`src/design/assert_macros.svh`:
```
// Assertion macros used by the navigator top level.
`ifndef ASSERT_MACROS_SVH
`define ASSERT_MACROS_SVH

// Property checked on every clock edge outside reset.
`define LPTN_ASSERT(lbl, prop, msg) \
   lbl: assert property (@(posedge clock) disable iff (reset) (prop)) else $error(msg);

// Same-cycle implication checked outside reset.
`define LPTN_ASSERT_IMPLY(lbl, ante, cons, msg) \
   lbl: assert property (@(posedge clock) disable iff (reset) (ante) |-> (cons)) \
      else $error(msg);

`endif

```
`src/design/lptn_pkg.sv`:
```
// Types, codes and helper functions of the LPT code navigator.
package lptn_pkg;

   localparam int MAX_LEVELS = 16;
   localparam int SIGNS_W    = 16;
   localparam int LEN_W      = 6;
   localparam int LEVEL_W    = 5;

   typedef logic [2:0]          op_type;
   typedef logic [1:0]          status_type;
   typedef logic [LEN_W-1:0]    len_type;
   typedef logic [LEVEL_W-1:0]  level_type;
   typedef logic signed [2:0]   perm_type;
   typedef logic [SIGNS_W-1:0]  signs_type;

   localparam op_type OP_CHILD0    = 3'd0;
   localparam op_type OP_CHILD1    = 3'd1;
   localparam op_type OP_PARENT    = 3'd2;
   localparam op_type OP_NEIGHBOR0 = 3'd3;
   localparam op_type OP_NEIGHBOR1 = 3'd4;
   localparam op_type OP_NEIGHBOR2 = 3'd5;

   localparam status_type STATUS_OK          = 2'd0;
   localparam status_type STATUS_OUT_OF_BNDS = 2'd1;
   localparam status_type STATUS_UNSUPPORTED = 2'd2;

   localparam perm_type PERM_X_POS = 3'sd1;
   localparam perm_type PERM_Y_POS = 3'sd2;
   localparam perm_type PERM_Y_NEG = -3'sd2;

   // Result of the edge-0 level search.
   typedef struct packed {
      logic      found;
      signs_type flip;
   } scan_result_type;

   function automatic logic names_y(input perm_type p);
      return (p == PERM_Y_POS) || (p == PERM_Y_NEG);
   endfunction

   // Negation wraps within three bits.
   function automatic perm_type neg_perm(input perm_type p);
      return perm_type'(~p + 3'sd1);
   endfunction

   // Ones below level n.
   function automatic signs_type level_mask(input level_type n);
      signs_type m;
      for (int i = 0; i < SIGNS_W; i++) begin
         m[i] = (level_type'(i) < n);
      end
      return m;
   endfunction

   // Single bit at level lv, none when lv lies past the sign fields.
   function automatic signs_type level_bit(input level_type lv);
      signs_type b;
      for (int i = 0; i < SIGNS_W; i++) begin
         b[i] = (level_type'(i) == lv);
      end
      return b;
   endfunction

endpackage

```
`src/design/lptn_scan.sv`:
```
// Edge-0 search: finds the deepest level whose sign differs and builds the flip span.
module lptn_scan (
   input  lptn_pkg::signs_type       diff,
   input  lptn_pkg::signs_type       lvl_mask,
   output lptn_pkg::scan_result_type result
);

   lptn_pkg::signs_type smear;

   // Smear the top set bit downward; shifting by one then gives the levels below it.
   always_comb begin
      smear = diff;
      smear = smear | (smear >> 1);
      smear = smear | (smear >> 2);
      smear = smear | (smear >> 4);
      smear = smear | (smear >> 8);
      result.found = |diff;
      result.flip  = lvl_mask & ~(smear >> 1);
   end

endmodule

```
`src/design/lpt_code_navigator.sv`:
```
// Top level of the LPT code navigator: decode, level search and result stages.
//
//   channel   ports            handshake
//   request   start, req_*     taken when start is high and busy is low
//   response  rsp_valid, rsp_* one-cycle strobe, never held off
//
// One item is taken every cycle; busy stays low.
// Each result passes through the decode, search and assemble registers in that order.
// Reset clears the stage valid bits only; nothing is in flight afterwards.
// No stall exists: the response side takes every strobe.
`include "assert_macros.svh"

module lpt_code_navigator (
   input  logic                 clock,
   input  logic                 reset,
   input  logic                 start,
   output logic                 busy,
   input  lptn_pkg::op_type     req_op,
   input  lptn_pkg::len_type    req_level_len,
   input  lptn_pkg::perm_type   req_perm_first,
   input  lptn_pkg::perm_type   req_perm_second,
   input  lptn_pkg::signs_type  req_orth_x_signs,
   input  lptn_pkg::signs_type  req_orth_y_signs,
   output logic                 rsp_valid,
   output lptn_pkg::status_type rsp_status,
   output lptn_pkg::len_type    rsp_out_level_len,
   output lptn_pkg::perm_type   rsp_out_perm_first,
   output lptn_pkg::perm_type   rsp_out_perm_second,
   output lptn_pkg::signs_type  rsp_out_orth_x_signs,
   output lptn_pkg::signs_type  rsp_out_orth_y_signs
);

   // ---------------- stage 1: decode ----------------
   logic                  s1_valid_ff;
   lptn_pkg::status_type  s1_status_ff,   s1_status_in;
   lptn_pkg::len_type     s1_len_ff,      s1_len_in;
   lptn_pkg::perm_type    s1_r0_ff,       s1_r0_in;
   lptn_pkg::perm_type    s1_r1_ff,       s1_r1_in;
   lptn_pkg::signs_type   s1_xs_ff,       s1_ys_ff;
   lptn_pkg::signs_type   s1_put_ff,      s1_put_in;
   logic                  s1_px_ff,       s1_px_in;
   logic                  s1_py_ff,       s1_py_in;
   logic                  s1_scan_ff,     s1_scan_in;
   logic                  s1_scan_y_ff,   s1_scan_y_in;
   lptn_pkg::signs_type   s1_diff_ff,     s1_diff_in;
   lptn_pkg::signs_type   s1_lmask_ff,    s1_lmask_in;
   lptn_pkg::signs_type   s1_omask_ff,    s1_omask_in;

   lptn_pkg::level_type   n;
   lptn_pkg::level_type   nm1;
   logic                  l;
   lptn_pkg::perm_type    p0, p1, pi;
   lptn_pkg::signs_type   kind_vec;
   logic                  kind;
   logic [lptn_pkg::LEN_W:0] grown;
   lptn_pkg::signs_type   axis_vec;

   assign busy = 1'b0;

   always_comb begin
      p0  = req_perm_first;
      p1  = req_perm_second;
      n   = req_level_len[lptn_pkg::LEN_W-1:1];
      l   = req_level_len[0];
      nm1 = n - lptn_pkg::level_type'(1);

      // child type: sign of entry l* against the last orthant on its axis
      pi       = l ? p0 : p1;
      kind_vec = lptn_pkg::names_y(pi) ? req_orth_y_signs : req_orth_x_signs;
      kind     = (n == '0) ? p0[2] : (pi[2] != kind_vec[nm1[3:0]]);

      grown    = {1'b0, req_level_len} + 7'd1;
      axis_vec = lptn_pkg::names_y(p0) ? req_orth_y_signs : req_orth_x_signs;

      s1_status_in = lptn_pkg::STATUS_OK;
      s1_len_in    = req_level_len;
      s1_r0_in     = p0;
      s1_r1_in     = p1;
      s1_put_in    = '0;
      s1_scan_in   = 1'b0;
      s1_scan_y_in = 1'b0;
      s1_diff_in   = '0;
      s1_lmask_in  = lptn_pkg::level_mask(n);

      case (req_op)
         lptn_pkg::OP_CHILD0, lptn_pkg::OP_CHILD1: begin
            if (grown[lptn_pkg::LEN_W:1] > 6'(lptn_pkg::MAX_LEVELS)) begin
               s1_status_in = lptn_pkg::STATUS_OUT_OF_BNDS;
            end else begin
               s1_len_in = grown[lptn_pkg::LEN_W-1:0];
               if (req_op == lptn_pkg::OP_CHILD1) begin
                  if (!l) begin
                     s1_r0_in = lptn_pkg::neg_perm(p1);
                     s1_r1_in = p0;
                  end else begin
                     s1_r1_in = lptn_pkg::neg_perm(p1);
                  end
               end
               if (l) begin
                  s1_put_in = lptn_pkg::level_bit(n);
               end
            end
         end
         lptn_pkg::OP_PARENT: begin
            if (req_level_len == '0) begin
               s1_status_in = lptn_pkg::STATUS_OUT_OF_BNDS;
            end else begin
               s1_len_in = req_level_len - lptn_pkg::len_type'(1);
               if (kind) begin
                  if (l) begin
                     s1_r0_in = p1;
                     s1_r1_in = lptn_pkg::neg_perm(p0);
                  end else begin
                     s1_r1_in = lptn_pkg::neg_perm(p1);
                  end
               end
            end
         end
         lptn_pkg::OP_NEIGHBOR0: begin
            s1_r0_in     = lptn_pkg::neg_perm(p0);
            s1_scan_in   = 1'b1;
            s1_scan_y_in = lptn_pkg::names_y(p0);
            s1_diff_in   = (axis_vec ^ {lptn_pkg::SIGNS_W{p0[2]}}) & s1_lmask_in;
         end
         lptn_pkg::OP_NEIGHBOR1: begin
            s1_r0_in = p1;
            s1_r1_in = (kind && l) ? lptn_pkg::neg_perm(p0) : p0;
         end
         lptn_pkg::OP_NEIGHBOR2: begin
            if (kind && !l) begin
               s1_r1_in = lptn_pkg::neg_perm(p1);
               if (n != '0) begin
                  s1_put_in = lptn_pkg::level_bit(nm1);
               end
            end else begin
               s1_status_in = lptn_pkg::STATUS_UNSUPPORTED;
            end
         end
         default: begin
            s1_status_in = lptn_pkg::STATUS_UNSUPPORTED;
         end
      endcase

      if (n > lptn_pkg::level_type'(lptn_pkg::MAX_LEVELS)) begin
         s1_status_in = lptn_pkg::STATUS_OUT_OF_BNDS;
      end

      // orthant of the new level: image of (1,1) under the permutation
      s1_px_in    = !(s1_r0_in == lptn_pkg::PERM_X_POS || s1_r1_in == lptn_pkg::PERM_X_POS);
      s1_py_in    = !(s1_r0_in == lptn_pkg::PERM_Y_POS || s1_r1_in == lptn_pkg::PERM_Y_POS);
      s1_omask_in = lptn_pkg::level_mask(s1_len_in[lptn_pkg::LEN_W-1:1]);
   end

   always_ff @(posedge clock) begin
      if (reset) begin
         s1_valid_ff <= 1'b0;
      end else begin
         s1_valid_ff <= start && !busy;
      end
      s1_status_ff <= s1_status_in;
      s1_len_ff    <= s1_len_in;
      s1_r0_ff     <= s1_r0_in;
      s1_r1_ff     <= s1_r1_in;
      s1_xs_ff     <= req_orth_x_signs;
      s1_ys_ff     <= req_orth_y_signs;
      s1_put_ff    <= s1_put_in;
      s1_px_ff     <= s1_px_in;
      s1_py_ff     <= s1_py_in;
      s1_scan_ff   <= s1_scan_in;
      s1_scan_y_ff <= s1_scan_y_in;
      s1_diff_ff   <= s1_diff_in;
      s1_lmask_ff  <= s1_lmask_in;
      s1_omask_ff  <= s1_omask_in;
   end

   // ---------------- stage 2: level search ----------------
   lptn_pkg::scan_result_type scan;

   logic                  s2_valid_ff;
   lptn_pkg::status_type  s2_status_ff, s2_status_in;
   lptn_pkg::len_type     s2_len_ff;
   lptn_pkg::perm_type    s2_r0_ff, s2_r1_ff;
   lptn_pkg::signs_type   s2_xs_ff, s2_xs_in;
   lptn_pkg::signs_type   s2_ys_ff, s2_ys_in;
   lptn_pkg::signs_type   s2_put_ff;
   logic                  s2_px_ff, s2_py_ff;
   lptn_pkg::signs_type   s2_omask_ff;

   lptn_scan u_scan (
      .diff     (s1_diff_ff),
      .lvl_mask (s1_lmask_ff),
      .result   (scan)
   );

   always_comb begin
      s2_status_in = s1_status_ff;
      s2_xs_in     = s1_xs_ff;
      s2_ys_in     = s1_ys_ff;
      if (s1_scan_ff) begin
         // no level turns back towards the base square: neighbour lies outside
         if (!scan.found && s1_status_ff == lptn_pkg::STATUS_OK) begin
            s2_status_in = lptn_pkg::STATUS_OUT_OF_BNDS;
         end
         if (s1_scan_y_ff) begin
            s2_ys_in = s1_ys_ff ^ scan.flip;
         end else begin
            s2_xs_in = s1_xs_ff ^ scan.flip;
         end
      end
   end

   always_ff @(posedge clock) begin
      if (reset) begin
         s2_valid_ff <= 1'b0;
      end else begin
         s2_valid_ff <= s1_valid_ff;
      end
      s2_status_ff <= s2_status_in;
      s2_len_ff    <= s1_len_ff;
      s2_r0_ff     <= s1_r0_ff;
      s2_r1_ff     <= s1_r1_ff;
      s2_xs_ff     <= s2_xs_in;
      s2_ys_ff     <= s2_ys_in;
      s2_put_ff    <= s1_put_ff;
      s2_px_ff     <= s1_px_ff;
      s2_py_ff     <= s1_py_ff;
      s2_omask_ff  <= s1_omask_ff;
   end

   // ---------------- stage 3: assemble result ----------------
   logic                  rsp_valid_ff;
   lptn_pkg::status_type  rsp_status_ff;
   lptn_pkg::len_type     rsp_len_ff,   rsp_len_in;
   lptn_pkg::perm_type    rsp_r0_ff,    rsp_r0_in;
   lptn_pkg::perm_type    rsp_r1_ff,    rsp_r1_in;
   lptn_pkg::signs_type   rsp_xs_ff,    rsp_xs_in;
   lptn_pkg::signs_type   rsp_ys_ff,    rsp_ys_in;
   logic                  ok;

   always_comb begin
      ok         = (s2_status_ff == lptn_pkg::STATUS_OK);
      rsp_xs_in  = ((s2_xs_ff & ~s2_put_ff) | (s2_px_ff ? s2_put_ff : '0)) & s2_omask_ff;
      rsp_ys_in  = ((s2_ys_ff & ~s2_put_ff) | (s2_py_ff ? s2_put_ff : '0)) & s2_omask_ff;
      rsp_len_in = s2_len_ff;
      rsp_r0_in  = s2_r0_ff;
      rsp_r1_in  = s2_r1_ff;
      if (!ok) begin
         rsp_xs_in  = '0;
         rsp_ys_in  = '0;
         rsp_len_in = '0;
         rsp_r0_in  = '0;
         rsp_r1_in  = '0;
      end
   end

   always_ff @(posedge clock) begin
      if (reset) begin
         rsp_valid_ff <= 1'b0;
      end else begin
         rsp_valid_ff <= s2_valid_ff;
      end
      rsp_status_ff <= s2_status_ff;
      rsp_len_ff    <= rsp_len_in;
      rsp_r0_ff     <= rsp_r0_in;
      rsp_r1_ff     <= rsp_r1_in;
      rsp_xs_ff     <= rsp_xs_in;
      rsp_ys_ff     <= rsp_ys_in;
   end

   assign rsp_valid            = rsp_valid_ff;
   assign rsp_status           = rsp_status_ff;
   assign rsp_out_level_len    = rsp_len_ff;
   assign rsp_out_perm_first   = rsp_r0_ff;
   assign rsp_out_perm_second  = rsp_r1_ff;
   assign rsp_out_orth_x_signs = rsp_xs_ff;
   assign rsp_out_orth_y_signs = rsp_ys_ff;

   // ---------------- checks ----------------
   `LPTN_ASSERT_IMPLY(a_fail_zero,
      rsp_valid && rsp_status != lptn_pkg::STATUS_OK,
      rsp_out_level_len == '0 && rsp_out_perm_first == '0 && rsp_out_perm_second == '0
         && rsp_out_orth_x_signs == '0 && rsp_out_orth_y_signs == '0,
      "failed item carries a non-zero code")
   `LPTN_ASSERT_IMPLY(a_unused_levels,
      rsp_valid && rsp_status == lptn_pkg::STATUS_OK,
      ((rsp_out_orth_x_signs | rsp_out_orth_y_signs)
         & ~lptn_pkg::level_mask(rsp_out_level_len[lptn_pkg::LEN_W-1:1])) == '0,
      "sign bits set beyond the result depth")
   `LPTN_ASSERT_IMPLY(a_depth_bound,
      rsp_valid && rsp_status == lptn_pkg::STATUS_OK,
      rsp_out_level_len[lptn_pkg::LEN_W-1:1] <= 5'(lptn_pkg::MAX_LEVELS),
      "result deeper than the level limit")
   `LPTN_ASSERT(a_pipe_valid,
      rsp_valid == $past(s2_valid_ff) || $past(reset),
      "result strobe out of step with the search stage")

endmodule
```
`config.mk`:
```
export PLATFORM = sky130hd
export DESIGN_NAME = lpt_code_navigator
export DESIGN_NICKNAME = d
export VERILOG_FILES = /design/src/design/lptn_pkg.sv /design/src/design/lptn_scan.sv /design/src/design/lpt_code_navigator.sv
export VERILOG_INCLUDE_DIRS = /design/src /design/src/design
export SDC_FILE = /design/constraint.sdc
export NUM_CORES = 1
export LEC_CHECK = 0
export BUFFER_PORTS_ARGS = -buffer_cell sky130_fd_sc_hd__buf_2
export CORE_MARGIN = 2
export CORE_UTILIZATION = 62
export CTS_BUF_LIST = sky130_fd_sc_hd__clkbuf_16
export DETAILED_ROUTE_END_ITERATION = 8
export GPL_ROUTABILITY_DRIVEN = 0
export PLACE_DENSITY = 0.88
export SYNTH_ARGS = -nofsm -noshare
export SYNTH_HDL_FRONTEND = slang
export SYNTH_HIERARCHICAL = 1
export SYNTH_SLANG_ARGS = --single-unit
```
`constraint.sdc`:
```
create_clock -name clock -period 10.9 [get_ports clock]
set_input_delay 0.545 -clock clock [delete_from_list [all_inputs] [get_ports clock]]
set_output_delay 0.545 -clock clock [all_outputs]
set_load 0.005 [all_outputs]
```
==> run metrics, run 1 <==
TritonCTS clock tree yes; Avg Vias per Cell 5.92; Max stage delay on crit path 0.60 ns; Post-synth EDFFs 0; slew at the pin with the worst max-slew slack about 1.1 ns; Area growth syn-to-layout 11.9%; highest metal layer used by the detailed router met4; max frequency ~240 MHz; Net count, final just over 1k; Die Area 0.0154 sq mm; kind of cell adding the most delay to the critical path compound AO/OA/AOI/OAI gates; post-DP HPWL 14900 um; post-route fraction of the period consumed by the critical path between 30% and 40%; standby leakage power 4.20 nW; remaining number of nets flagged by the antenna check after routing 0; CTS clk-pin slew, worst paths roughly 0.060 ns; initial core utilization ~64%; total core area approximately 0.014 sq mm; overall via count from detail_route 6768; first-pass iteration count of the detailed router 6; initial antenna violation count 0; biggest area consumer among synthesized cells dfxtp_1; number of distinct library cells after synthesis 77; fraction of layout cells with a size suffix above 1 16.1%; sequence of cells on the critical path buf_2 > inv_1 > ha_1 > mux4_1 > a222oi_1 > nor4_1 > mux2_1 > a221o_1 > nand2_1 > a21oi_1 > o21bai_2 > inv_2 > o32a_1; Resize count post-CTS 0; Clock Tree Buf Depth 3; area share of the largest cell type after synthesis 54.1%; Setup Viol. Count Final 0; IO Pins a little under 100; CTS hold repair buffers 0; total of warnings raised by yosys 6; post-synthesis area per instance 10.2 sq um; largest net degree at the start of global routing 28; final worst-path setup slack 6.72 ns; total track usage 28.4%; time the worst path needs with I/O delays and setup 4.18 ns; via count of the first global-routing pass ~6.4k; met1 WL 8140 um; die height 124 um; buffers plus inverters on the worst setup path 3; run status completed; worst setup timing slack at the placement stage between 6 and 7 ns; htree depth 1; CTS root buffer clkbuf_16; total met2 wirelength after detailed routing 9860 um; number of flip-flops and latches in the synthesized netlist 241; number of placement rows between 40 and 50; register-to-register setup slack 8.94 ns; sum of negative setup slack 0 ns; standard cell with the maximum stage delay on the critical path mux4_1; number of DRC violations after detailed-routing iteration 0 959; Worst-Skew Late Latency 0.49 ns; chip width about 120 um; max capacitance violation total 0; count of clock tree sinks about 240; Post-route DRC 0; leading cell type in the layout, fill and taps excluded dfxtp_1; placed cell count 1108; classification of the worst setup path input pin to flop; Routed WL about 21000 um; global route total overflow 0; most used flip-flop cell after synthesis dfxtp_1; register area share after synthesis 54.1%; hold crit path type input pin to flop; worst path required time approximately 11 ns; worst clock skew on the final layout 0.00981 ns; Max IR drop VDD 0.000111 V; Synth Instances 874; fraction of registers with async set or reset after synthesis 0%; largest cells by area after synthesis dfxtp_1 (54%), mux2i_1 (6.5%), xnor2_1 (5.1%), nand2_1 (4.0%), nor2_1 (3.4%); commonest cells after routing, fill and taps aside dfxtp_1 (241), nand2_1 (96), buf_2 (96), nor2_1 (80), mux2i_1 (58); post-synthesis net count around 940; Max-Slew Margin vs Limit 25.9%; worst hold slack across all endpoints 0.189 ns; maximum fanout count along the critical path 23; unrepaired setup endpoints after global routing false; arrival time of the worst setup path 4.55 ns; average wire length per cell after detail routing 18.8 um; number of failing hold endpoints at the final stage 0; number of non-filler instances in the completed layout 1143; power per unit of standard cell area 185 mW/mm^2; area of the mapped netlist 0.00892 sq mm; crit end category flop; count of final max-slew check failures 0; number of buffers inserted during clock tree synthesis 21; global-route wire length before repair 33400 um; type of element launching the critical path input pin; sum of met3 wire segment lengths after detailed routing 2240 um; number of setup buffers added after CTS 0; IO buf count between 90 and 100; Ant. Diodes 0
## worst paths after layout
| path | start | to | cells after the start |
|---|---|---|---|
| max | req_level_len[1] | s1_px_ff | 13 |
| min | req_orth_y_signs[12] | s1_ys_ff[12] | 1 |
| max reg2reg | s1_diff_ff[15] | s2_ys_ff[10] | 4 |
| min reg2reg | s1_omask_ff[3] | s2_omask_ff[3] | 0 |
## cells in the mapped netlist (4+ instances only)
library cell	instances
dfxtp_1	241
nand2_1	96
nor2_1	80
mux2i_1	58
xnor2_1	52
o21ai_0	32
inv_1	27
clkbuf_1	26
a21oi_1	19
and2_1	19
and3_1	18
o22ai_1	14
nor3_1	13
ha_1	12
nand2b_1	11
nor4_1	11
nand3_1	10
nand4_1	8
nor2b_1	8
buf_6	6
a31oi_1	5
o32ai_1	5
a21o_1	4
a221o_1	4
clkbuf_8	4
nor4_2	4
or3_1	4
## worst register-to-register path: cells and delay by family, from the launching register on
| family | cells | cell delay [ns] |
|---|---|---|
| xor+xnor | 1 | 0.17 |
| flops | 1 | 0.34 |
| simple gates | 3 | 1.34 |
## cell families (layout without fill, tap and decap cells)
family / after synthesis / in the layout / share of synthesized area (%)
XOR/XNOR: 56 / 56 / 5.58
adder cells (fa/ha/maj): 12 / 12 / 1.68
buffers and inverters: 74 / 163 / 4.22
flip-flops: 241 / 241 / 54.1
multiplexers: 66 / 66 / 8.23
AO/OA/AOI/OAI: 119 / 119 / 9.09
other: 1 / 1 / 0.0420
AND/OR/NAND/NOR: 305 / 305 / 17.1
## through the flow
step           util [%]  power, mW  instance area (sq um)
2_1_floorplan         -       1.13                   8920
3_3_place_gp       67.1       1.19                   9380
3_5_place_dp       67.1       1.20                   9380
4_1_cts            71.4       1.84                   9980
5_1_grt            71.4       1.91                   9980
6_report           71.4       1.84                   9980
## state kept, by name, summed over array words and instances, names as in the netlist, 3 cells and up
register	flops
rsp_out_perm_first	3
s1_len_ff	6
s2_r1_ff	3
s2_ys_ff	16
s2_omask_ff	15
rsp_out_orth_x_signs	16
s1_r0_ff	3
s1_diff_ff	16
s1_xs_ff	16
s1_r1_ff	3
s2_len_ff	6
s2_xs_ff	16
s1_lmask_ff	16
s1_ys_ff	16
s1_omask_ff	15
s2_r0_ff	3
s1_put_ff	16
rsp_out_orth_y_signs	16
s2_put_ff	16
rsp_out_level_len	6
rsp_out_perm_second	3
## final cells by class
cell class                      instances  area (sq um)
Clock inverter                         14          76.3
Inverter                               30           113
Tap cell                              180           225
Sequential cell                       241          4820
Fill cell                             945          4010
Multi-Input combinational cell        559          3720
Timing Repair Buffer                   98           495
Clock buffer                           21           526
## per-layer routing
metal	global-route usage [%]	vias up
met2	45.2	404
met5	0	-
met3	5.82	86
met1	36.3	3128
met4	15.8	0
li1	-	3150
## power by group
part	switching (mW)	internal, mW	leakage, nW	total (mW)
Combinational	0.128	0.0872	1.89	0.216
Clock	0.304	0.352	0.313	0.656
Sequential	0.0277	0.943	2.00	0.971
Note: power is estimated with default switching activity, not from simulation.
==> inputs of run 2 (changes only) <==
- CORE_UTILIZATION: 62 -> 52
- PLACE_DENSITY: 0.88 -> 0.79
- clock period: 10.9 -> 3.5 ns (I/O delays scaled with it)
==> run 2 against run 1 <==
  * Clock power grew to 3.8 times the previous value
  * Flip-flop and latch count unchanged
  * Count of clock-buffer cells in the layout up 2
  * First-iteration DRC count is 38% lower
  * Hold slack got worse by 0.14 ns
  * Critical path depth shrank 2
  * Largest cell class unchanged
==> run metrics, run 2 (same netlist as run 1, synthesis figures left out) <==
remaining number of nets flagged by the antenna check after routing 0; unrepaired setup endpoints after global routing false; hold path endpoint s1_r1_ff[0]; maximum fanout count along the critical path 3; average wire length per cell after detail routing 17.8 um; worst path required time 3.86 ns; overall power after layout just over 6 mW; crit end category flop; IO buf count 96; register-to-register setup slack 1.48 ns; Avg Vias per Cell 5.57; htree depth 1; Clock Tree Buf Depth 3; Routed WL approximately 22000 um; Max IR drop VDD about 0.00036 V; commonest cells after routing, fill and taps aside dfxtp_1 (241), nand2_1 (96), buf_2 (96), nor2_1 (80), mux2i_1 (58); Register-to-Register Path Depth 4; Net count, final 1079; Post-Route Utilization 64.4%; fraction of layout cells with a size suffix above 1 around 19%; hold path start req_perm_second[0]; number of buffers inserted during clock tree synthesis 22; run status completed; count of clock tree sinks 241; worst clock skew on the final layout 0.0232 ns; Setup Viol. Count Final 0; max frequency 325 MHz; number of placement rows 47; internal power consumption 4.75 mW; slew at the pin with the worst max-slew slack ~1.1 ns; initial antenna violation count 0; CTS clk-pin slew, worst paths about 0.060 ns; final worst-path setup slack 0.423 ns; max capacitance violation total 0; CTS root buffer clkbuf_16; portion of total power attributed to the clock network 39.6%; Resize count post-CTS 0; standby leakage power roughly 4.6 nW; hold-critical path depth 3; Area growth syn-to-layout 20.6%; count of final max-slew check failures 0; arrival time of the worst setup path 3.44 ns; number of setup buffers added after CTS 0; number of fill cells 1277; hold crit path type input pin to flop; Post-route DRC 0; Die Area 0.0182 sq mm; total track usage 24.2%; sum of negative setup slack 0 ns; Worst-Skew Late Latency 0.50 ns; global route total overflow 0; post-route fraction of the period consumed by the critical path 87.9%; switching part of the total power 23.7%; Max-Slew Margin vs Limit 27.1%; largest net degree at the start of global routing 24; chip width 135 um; classification of the worst setup path input pin to flop; number of failing hold endpoints at the final stage 0; power per unit of standard cell area 579 mW/mm^2; initial core utilization about 53%; Reg-to-Reg Start s1_diff_ff[12]; TritonCTS clock tree yes; Ant. Diodes 0; Psw between 1 and 1.5 mW; part of the power in registers between 40% and 50%; IO Pins between 90 and 100; worst setup timing slack at the placement stage approximately 0.044 ns; global-route wire length before repair 34400 um; CTS hold repair buffers 34; overall via count from detail_route 6967; first-pass iteration count of the detailed router 6; leading cell type in the layout, fill and taps excluded dfxtp_1; post-DP HPWL 15800 um; die height 135 um; type of element launching the critical path input pin; number of DRC violations after detailed-routing iteration 0 599; Combinational Power Share 12.0%; total core area 0.0167 sq mm; via count of the first global-routing pass around 6.6k; time the worst path needs with I/O delays and setup 3.08 ns; Critical R2R Capture s2_ys_ff[0]
run 2: critical path, stage by stage:
cell and delay, ns:
dlygate4sd3_1 0.53, buf_2 0.15, mux4_1 0.50, a222oi_1 0.42, nor4_1 0.16, mux2_1 0.33, a221o_1 0.39, nand2_1 0.09
nor4b_2 0.27, a211oi_2 0.10, o32a_1 0.32
run 2: layer usage:
layer	vias to the layer above	GRT usage, %	part of all wire [%]
met3	96	5.07	9.4
met5	-	0	0
met4	0	11.7	5.0
met1	3187	30.5	40
li1	3292	-	-
met2	392	39.6	45
run 2: final cells by class:
cell class	count	area [sq um]	share of cell area, %
Timing Repair Buffer	163	1070	9.93
Tap cell	220	275	2.56
Sequential cell	241	4820	44.8
Multi-Input combinational cell	559	3720	34.6
Clock buffer	23	576	5.35
Clock inverter	15	180	1.67
Inverter	30	113	1.05
run 2: stage by stage:
step / hold WS (ns) / cell area, sq um / cells
final: 0.0467 / 10800 / 1251
after global routing: 0.0417 / 10800 / 1251
after CTS: 0.0254 / 10800 / 1251
after detailed placement: 0.312 / 9660 / 1179
after global placement: 0.309 / 9660 / 1179
after floorplan: 0.203 / 8920 / 874
run 2: how the worst max path moves through the flow:
stage	from	end	cells after the start
after global routing	req_orth_x_signs[0]	s1_px_ff	11
after detailed placement	req_level_len[1]	s1_px_ff	12
after CTS	req_orth_x_signs[0]	s1_px_ff	11
after global placement	req_level_len[1]	s1_px_ff	13
after floorplan	req_level_len[1]	s1_px_ff	16
final	req_orth_x_signs[0]	s1_px_ff	11
run 2: power groups by stage:
stage | Combinational (mW) | Sequential, mW | Clock, mW
after CTS | 0.730 | 3.02 | 2.49
after global placement | 0.680 | 3.07 | 0
after global routing | 0.805 | 3.03 | 2.60
after detailed placement | 0.691 | 3.07 | 0
final | 0.745 | 3.02 | 2.47
after floorplan | 0.460 | 3.05 | 0
